File: src/hdl/mtbe_pkg.sv
// Shared types, constants and helpers for the MIDI track byte encoder.
// No dependencies; imported by mtbe_ctrl, mtbe_dp and the top level.
`timescale 1ns / 1ps

package mtbe_pkg;

    localparam logic [7:0] META_PREFIX  = 8'hFF;
    localparam logic [7:0] META_EOT     = 8'h2F;
    localparam logic [7:0] REALTIME_MIN = 8'hF8;
    localparam logic [7:0] STATUS_MIN   = 8'h80;
    localparam logic       VLQ_CONT     = 1'b1;   // bit 7 of a non-final VLQ byte
    localparam logic [2:0] VLQ_TOP_GRP  = 3'd4;   // 32 bits -> five 7-bit groups

    // Source of the next output byte
    typedef enum logic [2:0] {
        SEL_VLQ,
        SEL_STATUS,
        SEL_DATA1,
        SEL_DATA2,
        SEL_ZERO,
        SEL_META,
        SEL_EOT
    } t_byte_sel;

    typedef struct packed {
        logic      load;      // latch the input beat
        logic      out_load;  // load the output register
        t_byte_sel sel;
        logic [2:0] grp;      // VLQ group, 0 = least significant
        logic      last;
        logic      eot;       // final end-of-track byte: report and clear count
    } t_dp_cmd;

    typedef struct packed {
        logic       in_end;
        logic       in_realtime;
        logic [2:0] nvlq_m1;  // VLQ bytes minus one for the offered beat
        logic [1:0] msg_len;  // message length of the latched status
    } t_dp_stat;

    function automatic logic [1:0] msg_length(input logic [7:0] st);
        logic [1:0] len;
        priority if (st < STATUS_MIN)  len = 2'd1;
        else if (st < 8'hC0)          len = 2'd3;
        else if (st < 8'hE0)          len = 2'd2;
        else if (st < 8'hF0)          len = 2'd3;
        else if (st == 8'hF1 || st == 8'hF3) len = 2'd2;
        else if (st == 8'hF2)         len = 2'd3;
        else                          len = 2'd1;
        return len;
    endfunction

endpackage

File: src/hdl/midi_track_byte_encoder_top.sv
// Top level of the MIDI track byte encoder: sequencer plus datapath.
// Depends on mtbe_pkg, mtbe_ctrl and mtbe_dp.
`timescale 1ns / 1ps

// Turns timed MIDI events into the body of a standard MIDI file track, one
// byte per output beat. An event beat produces the delta time since the last
// kept event as a big-endian VLQ (1 to 5 bytes, zero if time went backwards),
// then the status byte and the data bytes its status calls for; realtime
// statuses (F8 and up) are swallowed and leave the state alone. An end beat
// produces 00 FF 2F 00, carries the total track byte count on its last byte,
// and resets tick and count so the next beat starts a new track. The output
// beat with last_byte set closes each event or end beat; track_length is zero except
// on the last end-of-track byte. Rate: one input beat is taken, then its bytes
// leave through a single output register at one byte per cycle while the
// output side does not stall. The next input beat is taken in the cycle after
// the last byte is loaded, while that byte still waits in the output register.
module midi_track_byte_encoder_top (
    input  logic        i_clk,
    input  logic        i_rst_n,
    // input channel
    input  logic        i_valid,
    output logic        o_stall,
    input  logic        i_kind,
    input  logic [31:0] i_event_tick,
    input  logic [7:0]  i_status_byte,
    input  logic [6:0]  i_data_one,
    input  logic [6:0]  i_data_two,
    // output channel
    output logic        o_valid,
    input  logic        i_stall,
    output logic [7:0]  o_track_byte,
    output logic        o_last_byte,
    output logic [31:0] o_track_length
);
    import mtbe_pkg::*;

    t_dp_cmd  cmd;   // sequencer -> datapath
    t_dp_stat stat;  // datapath -> sequencer

    mtbe_ctrl u_ctrl (
        .i_clk       (i_clk),
        .i_rst_n     (i_rst_n),
        .i_valid     (i_valid),
        .o_stall     (o_stall),
        .i_out_stall (i_stall),
        .o_out_valid (o_valid),
        .i_stat      (stat),
        .o_cmd       (cmd)
    );

    mtbe_dp u_dp (
        .i_clk          (i_clk),
        .i_rst_n        (i_rst_n),
        .i_kind         (i_kind),
        .i_event_tick   (i_event_tick),
        .i_status_byte  (i_status_byte),
        .i_data_one     (i_data_one),
        .i_data_two     (i_data_two),
        .i_cmd          (cmd),
        .o_stat         (stat),
        .o_track_byte   (o_track_byte),
        .o_last_byte    (o_last_byte),
        .o_track_length (o_track_length)
    );

endmodule

File: src/hdl/mtbe_ctrl.sv
// Sequencer for the MIDI track byte encoder: walks VLQ, message and
// end-of-track bytes. Depends on mtbe_pkg.
`timescale 1ns / 1ps

module mtbe_ctrl (
    input  logic              i_clk,
    input  logic              i_rst_n,
    input  logic              i_valid,
    output logic              o_stall,
    input  logic              i_out_stall,
    output logic              o_out_valid,
    input  mtbe_pkg::t_dp_stat i_stat,
    output mtbe_pkg::t_dp_cmd  o_cmd
);
    import mtbe_pkg::*;

    typedef enum logic [3:0] {
        S_IDLE,
        S_VLQ,
        S_STAT,
        S_DATA1,
        S_DATA2,
        S_END0,
        S_END1,
        S_END2,
        S_END3
    } t_state;

    t_state     r_state, n_state;
    logic [2:0] r_grp, n_grp;
    logic       r_oval;
    logic       adv;
    t_dp_cmd    cmd;

    // Output register free or draining this cycle
    assign adv = !r_oval || !i_out_stall;

    always_comb begin
        n_state      = r_state;
        n_grp        = r_grp;
        cmd          = '0;
        cmd.sel      = SEL_ZERO;
        cmd.grp      = r_grp;
        unique case (r_state)
            S_IDLE: begin
                if (i_valid) begin
                    if (i_stat.in_end) begin
                        cmd.load = 1'b1;
                        n_state  = S_END0;
                    end else if (!i_stat.in_realtime) begin
                        cmd.load = 1'b1;
                        n_grp    = i_stat.nvlq_m1;
                        n_state  = S_VLQ;
                    end
                end
            end
            S_VLQ: begin
                cmd.sel = SEL_VLQ;
                if (adv) begin
                    cmd.out_load = 1'b1;
                    if (r_grp == 3'd0) begin
                        n_state = S_STAT;
                    end else begin
                        n_grp = r_grp - 3'd1;
                    end
                end
            end
            S_STAT: begin
                cmd.sel  = SEL_STATUS;
                cmd.last = (i_stat.msg_len == 2'd1);
                if (adv) begin
                    cmd.out_load = 1'b1;
                    n_state      = (i_stat.msg_len == 2'd1) ? S_IDLE : S_DATA1;
                end
            end
            S_DATA1: begin
                cmd.sel  = SEL_DATA1;
                cmd.last = (i_stat.msg_len == 2'd2);
                if (adv) begin
                    cmd.out_load = 1'b1;
                    n_state      = (i_stat.msg_len == 2'd2) ? S_IDLE : S_DATA2;
                end
            end
            S_DATA2: begin
                cmd.sel  = SEL_DATA2;
                cmd.last = 1'b1;
                if (adv) begin
                    cmd.out_load = 1'b1;
                    n_state      = S_IDLE;
                end
            end
            S_END0: begin
                cmd.sel = SEL_ZERO;
                if (adv) begin
                    cmd.out_load = 1'b1;
                    n_state      = S_END1;
                end
            end
            S_END1: begin
                cmd.sel = SEL_META;
                if (adv) begin
                    cmd.out_load = 1'b1;
                    n_state      = S_END2;
                end
            end
            S_END2: begin
                cmd.sel = SEL_EOT;
                if (adv) begin
                    cmd.out_load = 1'b1;
                    n_state      = S_END3;
                end
            end
            S_END3: begin
                cmd.sel  = SEL_ZERO;
                cmd.last = 1'b1;
                cmd.eot  = 1'b1;
                if (adv) begin
                    cmd.out_load = 1'b1;
                    n_state      = S_IDLE;
                end
            end
            default: begin
                n_state = S_IDLE;
            end
        endcase
    end

    always_ff @(posedge i_clk) begin
        if (!i_rst_n) begin
            r_state <= S_IDLE;
            r_grp   <= 3'd0;
            r_oval  <= 1'b0;
        end else begin
            r_state <= n_state;
            r_grp   <= n_grp;
            if (cmd.out_load) begin
                r_oval <= 1'b1;
            end else if (!i_out_stall) begin
                r_oval <= 1'b0;
            end
        end
    end

    assign o_stall     = (r_state != S_IDLE);
    assign o_out_valid = r_oval;
    assign o_cmd       = cmd;

`ifndef SYNTHESIS
    a_no_overwrite: assert property (@(posedge i_clk) disable iff (!i_rst_n)
        (r_oval && i_out_stall) |-> !cmd.out_load)
        else $error("output beat overwritten while stalled");
    a_idle_quiet: assert property (@(posedge i_clk) disable iff (!i_rst_n)
        (r_state == S_IDLE) |-> !cmd.out_load)
        else $error("byte emitted while idle");
    a_last_to_idle: assert property (@(posedge i_clk) disable iff (!i_rst_n)
        (cmd.out_load && cmd.last) |=> (r_state == S_IDLE))
        else $error("sequencer did not return to idle after last byte");
    a_grp_range: assert property (@(posedge i_clk) disable iff (!i_rst_n)
        (r_grp <= VLQ_TOP_GRP))
        else $error("VLQ group index out of range");
`endif

endmodule

File: src/hdl/mtbe_dp.sv
// Datapath for the MIDI track byte encoder: tick and byte-count state,
// delta and VLQ sizing, byte select and output register. Depends on mtbe_pkg.
`timescale 1ns / 1ps

module mtbe_dp (
    input  logic               i_clk,
    input  logic               i_rst_n,
    input  logic               i_kind,
    input  logic [31:0]        i_event_tick,
    input  logic [7:0]         i_status_byte,
    input  logic [6:0]         i_data_one,
    input  logic [6:0]         i_data_two,
    input  mtbe_pkg::t_dp_cmd  i_cmd,
    output mtbe_pkg::t_dp_stat o_stat,
    output logic [7:0]         o_track_byte,
    output logic               o_last_byte,
    output logic [31:0]        o_track_length
);
    import mtbe_pkg::*;

    logic [31:0] r_prev_tick;
    logic [31:0] r_count;
    logic [31:0] r_delta;
    logic [7:0]  r_status;
    logic [6:0]  r_d1, r_d2;
    logic [7:0]  r_byte;
    logic        r_last;
    logic [31:0] r_len;

    logic [31:0] delta;
    logic [2:0]  nvlq_m1;
    logic [6:0]  grp_bits;
    logic [7:0]  n_byte;

    // Clamp to zero when time runs backwards
    assign delta = (i_event_tick >= r_prev_tick) ? (i_event_tick - r_prev_tick) : 32'd0;

    always_comb begin
        priority if (delta[31:28] != 4'd0) nvlq_m1 = 3'd4;
        else if (delta[27:21] != 7'd0)     nvlq_m1 = 3'd3;
        else if (delta[20:14] != 7'd0)     nvlq_m1 = 3'd2;
        else if (delta[13:7] != 7'd0)      nvlq_m1 = 3'd1;
        else                               nvlq_m1 = 3'd0;
    end

    assign o_stat.in_end      = i_kind;
    assign o_stat.in_realtime = (i_status_byte >= REALTIME_MIN);
    assign o_stat.nvlq_m1     = nvlq_m1;
    assign o_stat.msg_len     = msg_length(r_status);

    always_comb begin
        unique case (i_cmd.grp)
            3'd0:    grp_bits = r_delta[6:0];
            3'd1:    grp_bits = r_delta[13:7];
            3'd2:    grp_bits = r_delta[20:14];
            3'd3:    grp_bits = r_delta[27:21];
            3'd4:    grp_bits = {3'd0, r_delta[31:28]};
            default: grp_bits = 7'd0;
        endcase
    end

    always_comb begin
        unique case (i_cmd.sel)
            SEL_VLQ:    n_byte = {(i_cmd.grp != 3'd0) & VLQ_CONT, grp_bits};
            SEL_STATUS: n_byte = r_status;
            SEL_DATA1:  n_byte = {1'b0, r_d1};
            SEL_DATA2:  n_byte = {1'b0, r_d2};
            SEL_META:   n_byte = META_PREFIX;
            SEL_EOT:    n_byte = META_EOT;
            SEL_ZERO:   n_byte = 8'd0;
            default:    n_byte = 8'd0;
        endcase
    end

    // Track state
    always_ff @(posedge i_clk) begin
        if (!i_rst_n) begin
            r_prev_tick <= 32'd0;
            r_count     <= 32'd0;
        end else begin
            if (i_cmd.load) begin
                r_prev_tick <= i_kind ? 32'd0 : i_event_tick;
            end
            if (i_cmd.out_load) begin
                r_count <= i_cmd.eot ? 32'd0 : (r_count + 32'd1);
            end
        end
    end

    // Payload
    always_ff @(posedge i_clk) begin
        if (i_cmd.load) begin
            r_delta  <= delta;
            r_status <= i_status_byte;
            r_d1     <= i_data_one;
            r_d2     <= i_data_two;
        end
        if (i_cmd.out_load) begin
            r_byte <= n_byte;
            r_last <= i_cmd.last;
            r_len  <= i_cmd.eot ? (r_count + 32'd1) : 32'd0;
        end
    end

    assign o_track_byte   = r_byte;
    assign o_last_byte    = r_last;
    assign o_track_length = r_len;

endmodule
File: config.mk
export PLATFORM = sky130hd
export DESIGN_NAME = midi_track_byte_encoder_top
export DESIGN_NICKNAME = d
export VERILOG_FILES = /design/src/hdl/mtbe_pkg.sv /design/src/hdl/midi_track_byte_encoder_top.sv /design/src/hdl/mtbe_ctrl.sv /design/src/hdl/mtbe_dp.sv
export SDC_FILE = /design/constraint.sdc
export NUM_CORES = 1
export LEC_CHECK = 0
export BUFFER_PORTS_ARGS = -buffer_cell sky130_fd_sc_hd__buf_4
export CAP_MARGIN = 15
export CELL_PAD_IN_SITES_DETAIL_PLACEMENT = 0
export CELL_PAD_IN_SITES_GLOBAL_PLACEMENT = 1
export CORE_MARGIN = 3
export CORE_UTILIZATION = 49
export DETAILED_ROUTE_END_ITERATION = 10
export PLACE_DENSITY_LB_ADDON = 0.12
export RECOVER_POWER = 100
export SLEW_MARGIN = 20
export SYNTH_ARGS = -nofsm -noshare
export SYNTH_HDL_FRONTEND = slang
export SYNTH_SLANG_ARGS = --single-unit
File: constraint.sdc
create_clock -name i_clk -period 5.04 [get_ports i_clk]
set_input_delay 1.008 -clock i_clk [delete_from_list [all_inputs] [get_ports i_clk]]
set_output_delay 1.008 -clock i_clk [all_outputs]
set_load 0.02 [all_outputs]
==> metrics.md, run 1 <==
| Metric | Value |
|---|---|
| Violated checks | `max-capacitance violations, max-slew violations` |
| Die Area | `around 0.022 mm^2` |
| Final setup TNS | `0 ns` |
| R2R setup slack | `between 1 and 1.5 ns` |
| Die height | `about 150 um` |
| Via count of the routed design | `slightly below 8000` |
| R2r endpoint | `u_dp.r_delta[19]` |
| DRT antenna net count | `0` |
| Row count | `51` |
| CTS Sinks | `around 170` |
| Post-Syn Instances | `roughly 1100` |
| Synth area leader | `edfxtp_1` |
| Routed WL per cell | `about 15 um` |
| Vias per Instance | `approximately 5.5` |
| Detailed Place HPWL | `15400 um` |
| DR iter-0 viols | `approximately 480` |
| Worst-case vdd ir drop | `around 0.28 mV` |
| CP startpoint kind | `flop` |
| Final design utilization | `0.566` |
| Final number of hold-violating endpoints | `0` |
| Ys async rst share | `0` |
| Sequential fraction of the synthesis area | `0.439` |
| NumNets Final | `around 1200` |
| Syn_nets | `between 1000 and 1500` |
| Final min period | `~4.0 ns` |
| Final Total Pwr | `about 5500 uW` |
| Register Area | `0.00429 mm^2` |
| Measured slew at the worst slew-check pin | `between 2 and 3 ns` |
| CP Class | `reg -> reg` |
| RePlAce Congestion | `around 0.90` |
| Skew-Pair Late Insertion Delay | `between 0.4 and 0.5 ns` |
| Number of flops mapped to enable cells by yosys | `95` |
| Root Buffer | `clkbuf_16` |
| Top-area cell type share of the netlist area | `0.292` |
| # H-tree levels | `4` |
| Worst-path maximum fanout | `between 50 and 60` |
| Final setup violation count | `0` |
| Max Cap Violations | `3` |
| Starting density of the core | `0.501` |
| Total track usage | `0.205` |
| Worst hold start | `u_dp.r_prev_tick[14]` |
| Io pins | `a little over 100` |
| CTS Buffer Depth | `2` |
| Final worst-path cycle share | `0.793` |
| Post-CTS Setup Inserts | `0` |
| CP required | `5.03 ns` |
| Synthesis-stage register bit count | `167` |
| Crit Reg-Reg Startpoint | `u_ctrl.r_state[0]` |
| CTS tree | `built` |
| Count of input and output buffers | `about 100` |
| Residual DRC | `0` |
| Hold path endpoint | `u_dp.r_prev_tick[14]` |
| Number of global-route vias before repair | `7458` |
| Final count of pins violating max slew | `between 100 and 150` |
| Distinct cells, synth | `71` |
| Pre-antenna DRT Iters | `5` |
| Static leakage | `between 0.003 and 0.004 uW` |
| Main synth FF type | `edfxtp_1` |
| First-pass GRT wire length | `between 30000 and 40000 um` |
| Status | `finished with violations` |
| Worst R2R Path Depth | `4` |
| CP arrival | `just under 4 ns` |
| Worst Hold Path Cells | `2` |
| Layout cells sized above 1 | `0.0899` |
| Footprint of the multi-input gates | `roughly 0.0050 mm^2` |
| Core ar. | `just under 0.02 mm^2` |
| GR Overflow Total | `0` |
| Largest net degree at the start of global routing | `74` |
| Post-synthesis instance area | `between 0.009 and 0.01 mm^2` |
| Worst slew margin | `-0.915` |
| Clk slew on worst S/H paths | `about 0.070 ns` |
| Final wirelength | `about 22000 um` |
| Synth warn | `0` |
| CTS buffer count | `17` |
| Die Wd | `approximately 150 um` |
| Clock skew | `approximately 0.016 ns` |
| Peak Freq | `between 0.2 and 0.3 GHz` |
| Synth Area per Inst | `around 9 um^2` |
| Fillers | `between 1500 and 2000` |
| Power density cells | `a little under 500 mW/mm^2` |
| Area growth, synth to finish | `12.9%` |
| Largest cells by area after synthesis | `edfxtp_1 29%, dfxtp_1 15%, a21oi_1 5.0%` |
| N_diodes | `0` |
| Class of the worst hold path | `reg -> reg` |
| # hold bufs at CTS | `0` |
| Initial antenna violation count | `0` |
| Critical path capture point type | `flop` |
| RSZ-0062 raised after global routing | `false` |
| Post-cts resize count | `0` |
worst max path at each step:
stage	start	to	slack, ns
final	u_ctrl.r_state[0]	u_dp.r_delta[19]	1.05
after global placement	i_event_tick[9]	u_ctrl.r_grp[2]	1.22
after CTS	i_event_tick[0]	u_ctrl.r_grp[0]	1.59
after global routing	u_ctrl.r_state[0]	u_dp.r_count[11]	0.67
after floorplan	i_event_tick[0]	u_ctrl.r_grp[0]	1.69
after detailed placement	i_event_tick[9]	u_ctrl.r_grp[2]	1.15
synthesized netlist by cell type (all sizes together), types with 14 or more instances:
cell / n
nor2: 101
a21oi: 100
edfxtp: 95
nand2: 83
nor2b: 76
dfxtp: 72
clkbuf: 49
o21ai: 49
inv: 47
ha: 38
nor3: 35
nor3b: 34
xor2: 34
nand3: 27
a22oi: 25
xnor2: 21
a21o: 19
and3: 17
buf: 14
area by class of cell:
| cell class | instances | area share |
|---|---|---|
| inverters | 47 | 0.0160 |
| repair buffers | 108 | 0.0568 |
| flip-flops and latches | 167 | 0.389 |
| well taps | 265 | 0.0300 |
| clock buffers | 20 | 0.0423 |
| multi-input cells | 803 | 0.455 |
| clock inverters | 12 | 0.0116 |
flip-flops by register name, indices dropped and copies added, names as in the netlist:
| signal | cells |
|---|---|
| u_dp.r_count | 32 |
| u_dp.r_status | 8 |
| u_dp.r_delta | 32 |
| u_dp.r_d1 | 7 |
| u_ctrl.r_state | 4 |
| u_ctrl.r_grp | 3 |
| u_ctrl.o_out_valid | 1 |
| u_dp.r_d2 | 7 |
| u_dp.o_last_byte | 1 |
| u_dp.r_prev_tick | 32 |
| u_dp.o_track_length | 32 |
| u_dp.o_track_byte | 8 |
report_power, final:
part | internal [uW] | total, uW | switching [uW]
Clock | 737 | 1320 | 586
Sequential | 1950 | 2120 | 172
Combinational | 630 | 2020 | 1390
critical path, cell delays in order, from the launching register on:
cell and delay [ns]:
dfxtp_1 0.55, nor4_1 0.63, o211ai_1 0.22, clkinv_1 0.10, clkbuf_1 2.04
cell usage in the layout, fill, tap and decap left out, types with 5 or more instances in the layout:
cell type | synthesis | layout
xor2_1 | 34 | 34
nand2_1 | 83 | 83
a21oi_1 | 97 | 97
a31oi_1 | 13 | 13
nor2b_1 | 76 | 76
nor2_1 | 101 | 101
and4_1 | 5 | 5
nand2b_1 | 6 | 6
inv_6 | 0 | 5
buf_4 | 2 | 38
nor3b_1 | 34 | 34
a22oi_1 | 25 | 25
nor3_1 | 33 | 34
o221ai_1 | 5 | 5
clkbuf_4 | 0 | 21
and3_1 | 17 | 17
xnor2_1 | 21 | 21
ha_1 | 38 | 38
and2_1 | 12 | 10
inv_1 | 47 | 46
a211oi_1 | 5 | 5
clkbuf_16 | 0 | 17
edfxtp_1 | 95 | 95
o21ai_1 | 7 | 5
nand3_1 | 26 | 27
or3_1 | 9 | 9
dfxtp_1 | 72 | 72
a21o_1 | 19 | 19
a21boi_0 | 8 | 8
nand4_1 | 13 | 13
o21ai_0 | 42 | 44
clkbuf_1 | 49 | 49
stage by stage:
stage	hold slack, ns	instances	instance area, um^2	setup slack [ns]
3_3_place_gp	0.491	1390	10700	1.22
2_1_floorplan	0.479	1080	9780	1.69
6_report	0.511	1422	11000	1.05
5_1_grt	0.534	1422	11000	0.668
3_5_place_dp	0.496	1390	10700	1.15
4_1_cts	0.516	1422	11300	1.59
cells by family after synthesis:
group,share of synthesized area
AOI/OAI and AO/OA,0.173
muxes,0.00537
DFF,0.439
xor gates and xnor gates,0.0493
buffers and inverters,0.0446
and+or+nand+nor,0.238
adders and majority gates,0.0507
routing by layer:
layer | vias to the layer above | GRT usage | share of wire
met2 | 145 | 0.346 | 0.49
met4 | 0 | 0.0657 | 0.017
met5 | - | 0 | 0
li1 | 3993 | - | -
met1 | 3645 | 0.269 | 0.46
met3 | 36 | 0.0367 | 0.037
Power figures use the tool's default switching activity.
==> run 2, diff against run 1 <==
Settings changed: CORE_UTILIZATION 49 to 41.
Clock period 5.04 ns to 3.35 ns, I/O delays scaled along.
==> metrics.md, run 2 (synthesis gave the netlist of run 1 again) <==
| Metric | Value |
|---|---|
| Clock skew | `0.0153 ns (-0.000257 ns)` |
| GR Overflow Total | `0 (unchanged)` |
| Final worst-path cycle share | `0.897` |
| Critical path capture point type | `flop` |
| Die Wd | `160 um (+8.9%)` |
| Die height | `160 um (+8.9%)` |
| CP arrival | `3.31 ns (-0.67 ns)` |
| Fillers | `2300 (+20%)` |
| CTS Sinks | `167 (unchanged)` |
| NumNets Final | `1279 (+3.0%)` |
| Starting density of the core | `0.424 (-0.0766)` |
| Worst-path maximum fanout | `4 (-93%)` |
| Routed WL per cell | `15.2 um (-1.4%)` |
| Initial antenna violation count | `0 (unchanged)` |
| Static leakage | `0.00411 uW (+4.4%)` |
| Worst-case vdd ir drop | `0.413 mV (+49%)` |
| Final wirelength | `23000 um (+4.4%)` |
| CP peak stage delay | `0.41 ns (-1.63 ns)` |
| Final setup violation count | `0 (unchanged)` |
| Final count of pins violating max slew | `0 (-100%)` |
| # hold bufs at CTS | `0 (unchanged)` |
| Count of input and output buffers | `101 (unchanged)` |
| Top cell by count, worst path | `inv_1` |
| Largest net degree at the start of global routing | `74 (unchanged)` |
| Via count of the routed design | `7878 (+0.75%)` |
| Post-cts resize count | `0 (unchanged)` |
| Most frequent cells in the layout | `101 x nor2_1, 97 x a21oi_1, 95 x edfxtp_1` |
| Residual DRC | `0 (unchanged)` |
| Worst slew margin | `0.130 (+1.04)` |
| Footprint of the multi-input gates | `0.00503 mm^2 (+0.22%)` |
| CP required | `3.66 ns (-1.37 ns)` |
| Measured slew at the worst slew-check pin | `1.31 ns (-1.57 ns)` |
| Peak Freq | `0.333 GHz` |
| CTS buffer count | `17 (unchanged)` |
| Cell total after placement | `1475 (+6.1%)` |
| Max Cap Violations | `0 (-3)` |
| Power density cells | `743 mW/mm^2 (+50%)` |
| CP Class | `in -> reg` |
| Post-Layout Cell Count | `1507 (+6.0%)` |
| Commonest non-fill, non-tap cell in the layout | `nor2_1` |
| Area growth, synth to finish | `16.5%` |
| Pre-antenna DRT Iters | `5 (unchanged)` |
| Register Area | `0.00429 mm^2 (unchanged)` |
| Die Area | `0.0257 mm^2 (+19%)` |
| CTS tree | `built` |
| Crit path cell chain | `buf_4 -> inv_1 -> ha_1 -> inv_1 -> fa_1 -> nand3_1 -> a21oi_1 -> or2_1 -> a31oi_1 -> xor2_1 -> o2111a_1 -> nand4_1 -> a2111oi_1 -> o21ai_1` |
| Final std cell area, no fill | `0.0114 mm^2 (+3.2%)` |
| Status | `completed` |
| Layout cells sized above 1 | `0.111 (+0.0215)` |
| # H-tree levels | `4 (unchanged)` |
| Io pins | `102 (unchanged)` |
| Skew-Pair Late Insertion Delay | `0.43 ns (about the same)` |
| Worst path bufs/invs | `3 (+1)` |
| RSZ-0062 raised after global routing | `false` |
| Root Buffer | `clkbuf_16` |
| Detailed Place HPWL | `16500 um (+7.1%)` |
| Final number of hold-violating endpoints | `0 (unchanged)` |
| CTS Buffer Depth | `2 (unchanged)` |
| Post-CTS Setup Inserts | `0 (unchanged)` |
| Clk slew on worst S/H paths | `0.07 ns (about the same)` |
| Row count | `55 (+7.8%)` |
| Largest delay share family, worst path | `compound AO/OA/AOI/OAI gates` |
| Final min period | `around 3.0 ns` |
| Core ar. | `0.0231 mm^2 (+18%)` |
| Hold slack | `0.433 ns (-0.0773 ns)` |
| Max stage delay cell, worst path | `a2111oi_1` |
| First-pass GRT wire length | `38600 um (+5.3%)` |
| Vias per Instance | `5.23 (-4.9%)` |
| RePlAce Congestion | `0.847 (-6.0%)` |
| N_diodes | `0 (unchanged)` |
| DR iter-0 viols | `380 (-20%)` |
| Class of the worst hold path | `in -> reg` |
| Number of global-route vias before repair | `7659 (+2.7%)` |
| Total track usage | `0.181 (-0.0245)` |
| DP Area | `0.0111 mm^2 (+3.6%)` |
| CP startpoint kind | `input pin` |
| DRT antenna net count | `0 (unchanged)` |
==> run 2: worst paths after layout <==
kind | from | end | slack, ns | cells after the start
hold reg to reg | u_dp.r_prev_tick[22] | u_dp.r_prev_tick[22] | 0.51 | 2
setup / recovery | i_event_tick[0] | u_ctrl.r_grp[0] | 0.34 | 14
hold / removal | i_status_byte[1] | u_dp.r_status[1] | 0.43 | 1
setup reg to reg | u_ctrl.r_state[0] | u_dp.r_count[11] | 0.39 | 9
==> run 2: stage by stage <==
stage / util / setup TNS (ns) / power, uW / worst slack, ns
after floorplan: - / 0 / 5460 / 0.338
after global placement: 0.480 / -0.0384 / 6780 / -0.0384
after detailed placement: 0.480 / -0.146 / 6800 / -0.0900
after CTS: 0.506 / 0 / 8930 / 0.352
after global routing: 0.494 / 0 / 9040 / 0.0504
final: 0.494 / 0 / 8460 / 0.345
==> run 2: area by class of cell <==
class,count,area share
Tap cell,313,0.0344
Timing Repair Buffer,145,0.0777
Clock buffer,18,0.0377
Inverter,47,0.0155
Clock inverter,14,0.0165
Sequential cell,167,0.377
Multi-Input combinational cell,803,0.442
==> run 2: where the power goes <==
group / total [uW] / switching (uW) / internal [uW]
logic: 3210 / 2170 / 1040
clock network: 2100 / 895 / 1200
registers: 3160 / 239 / 2920
total: 8460 / 3300 / 5160
==> run 2: layer usage <==
layer | wire length, um | track usage | vias to the layer above
met3 | 711 | 0.0307 | 20
met1 | 10700 | 0.236 | 3663
met4 | 227 | 0.0422 | 0
met2 | 11300 | 0.313 | 119
li1 | - | - | 4076
met5 | 0 | 0 | -
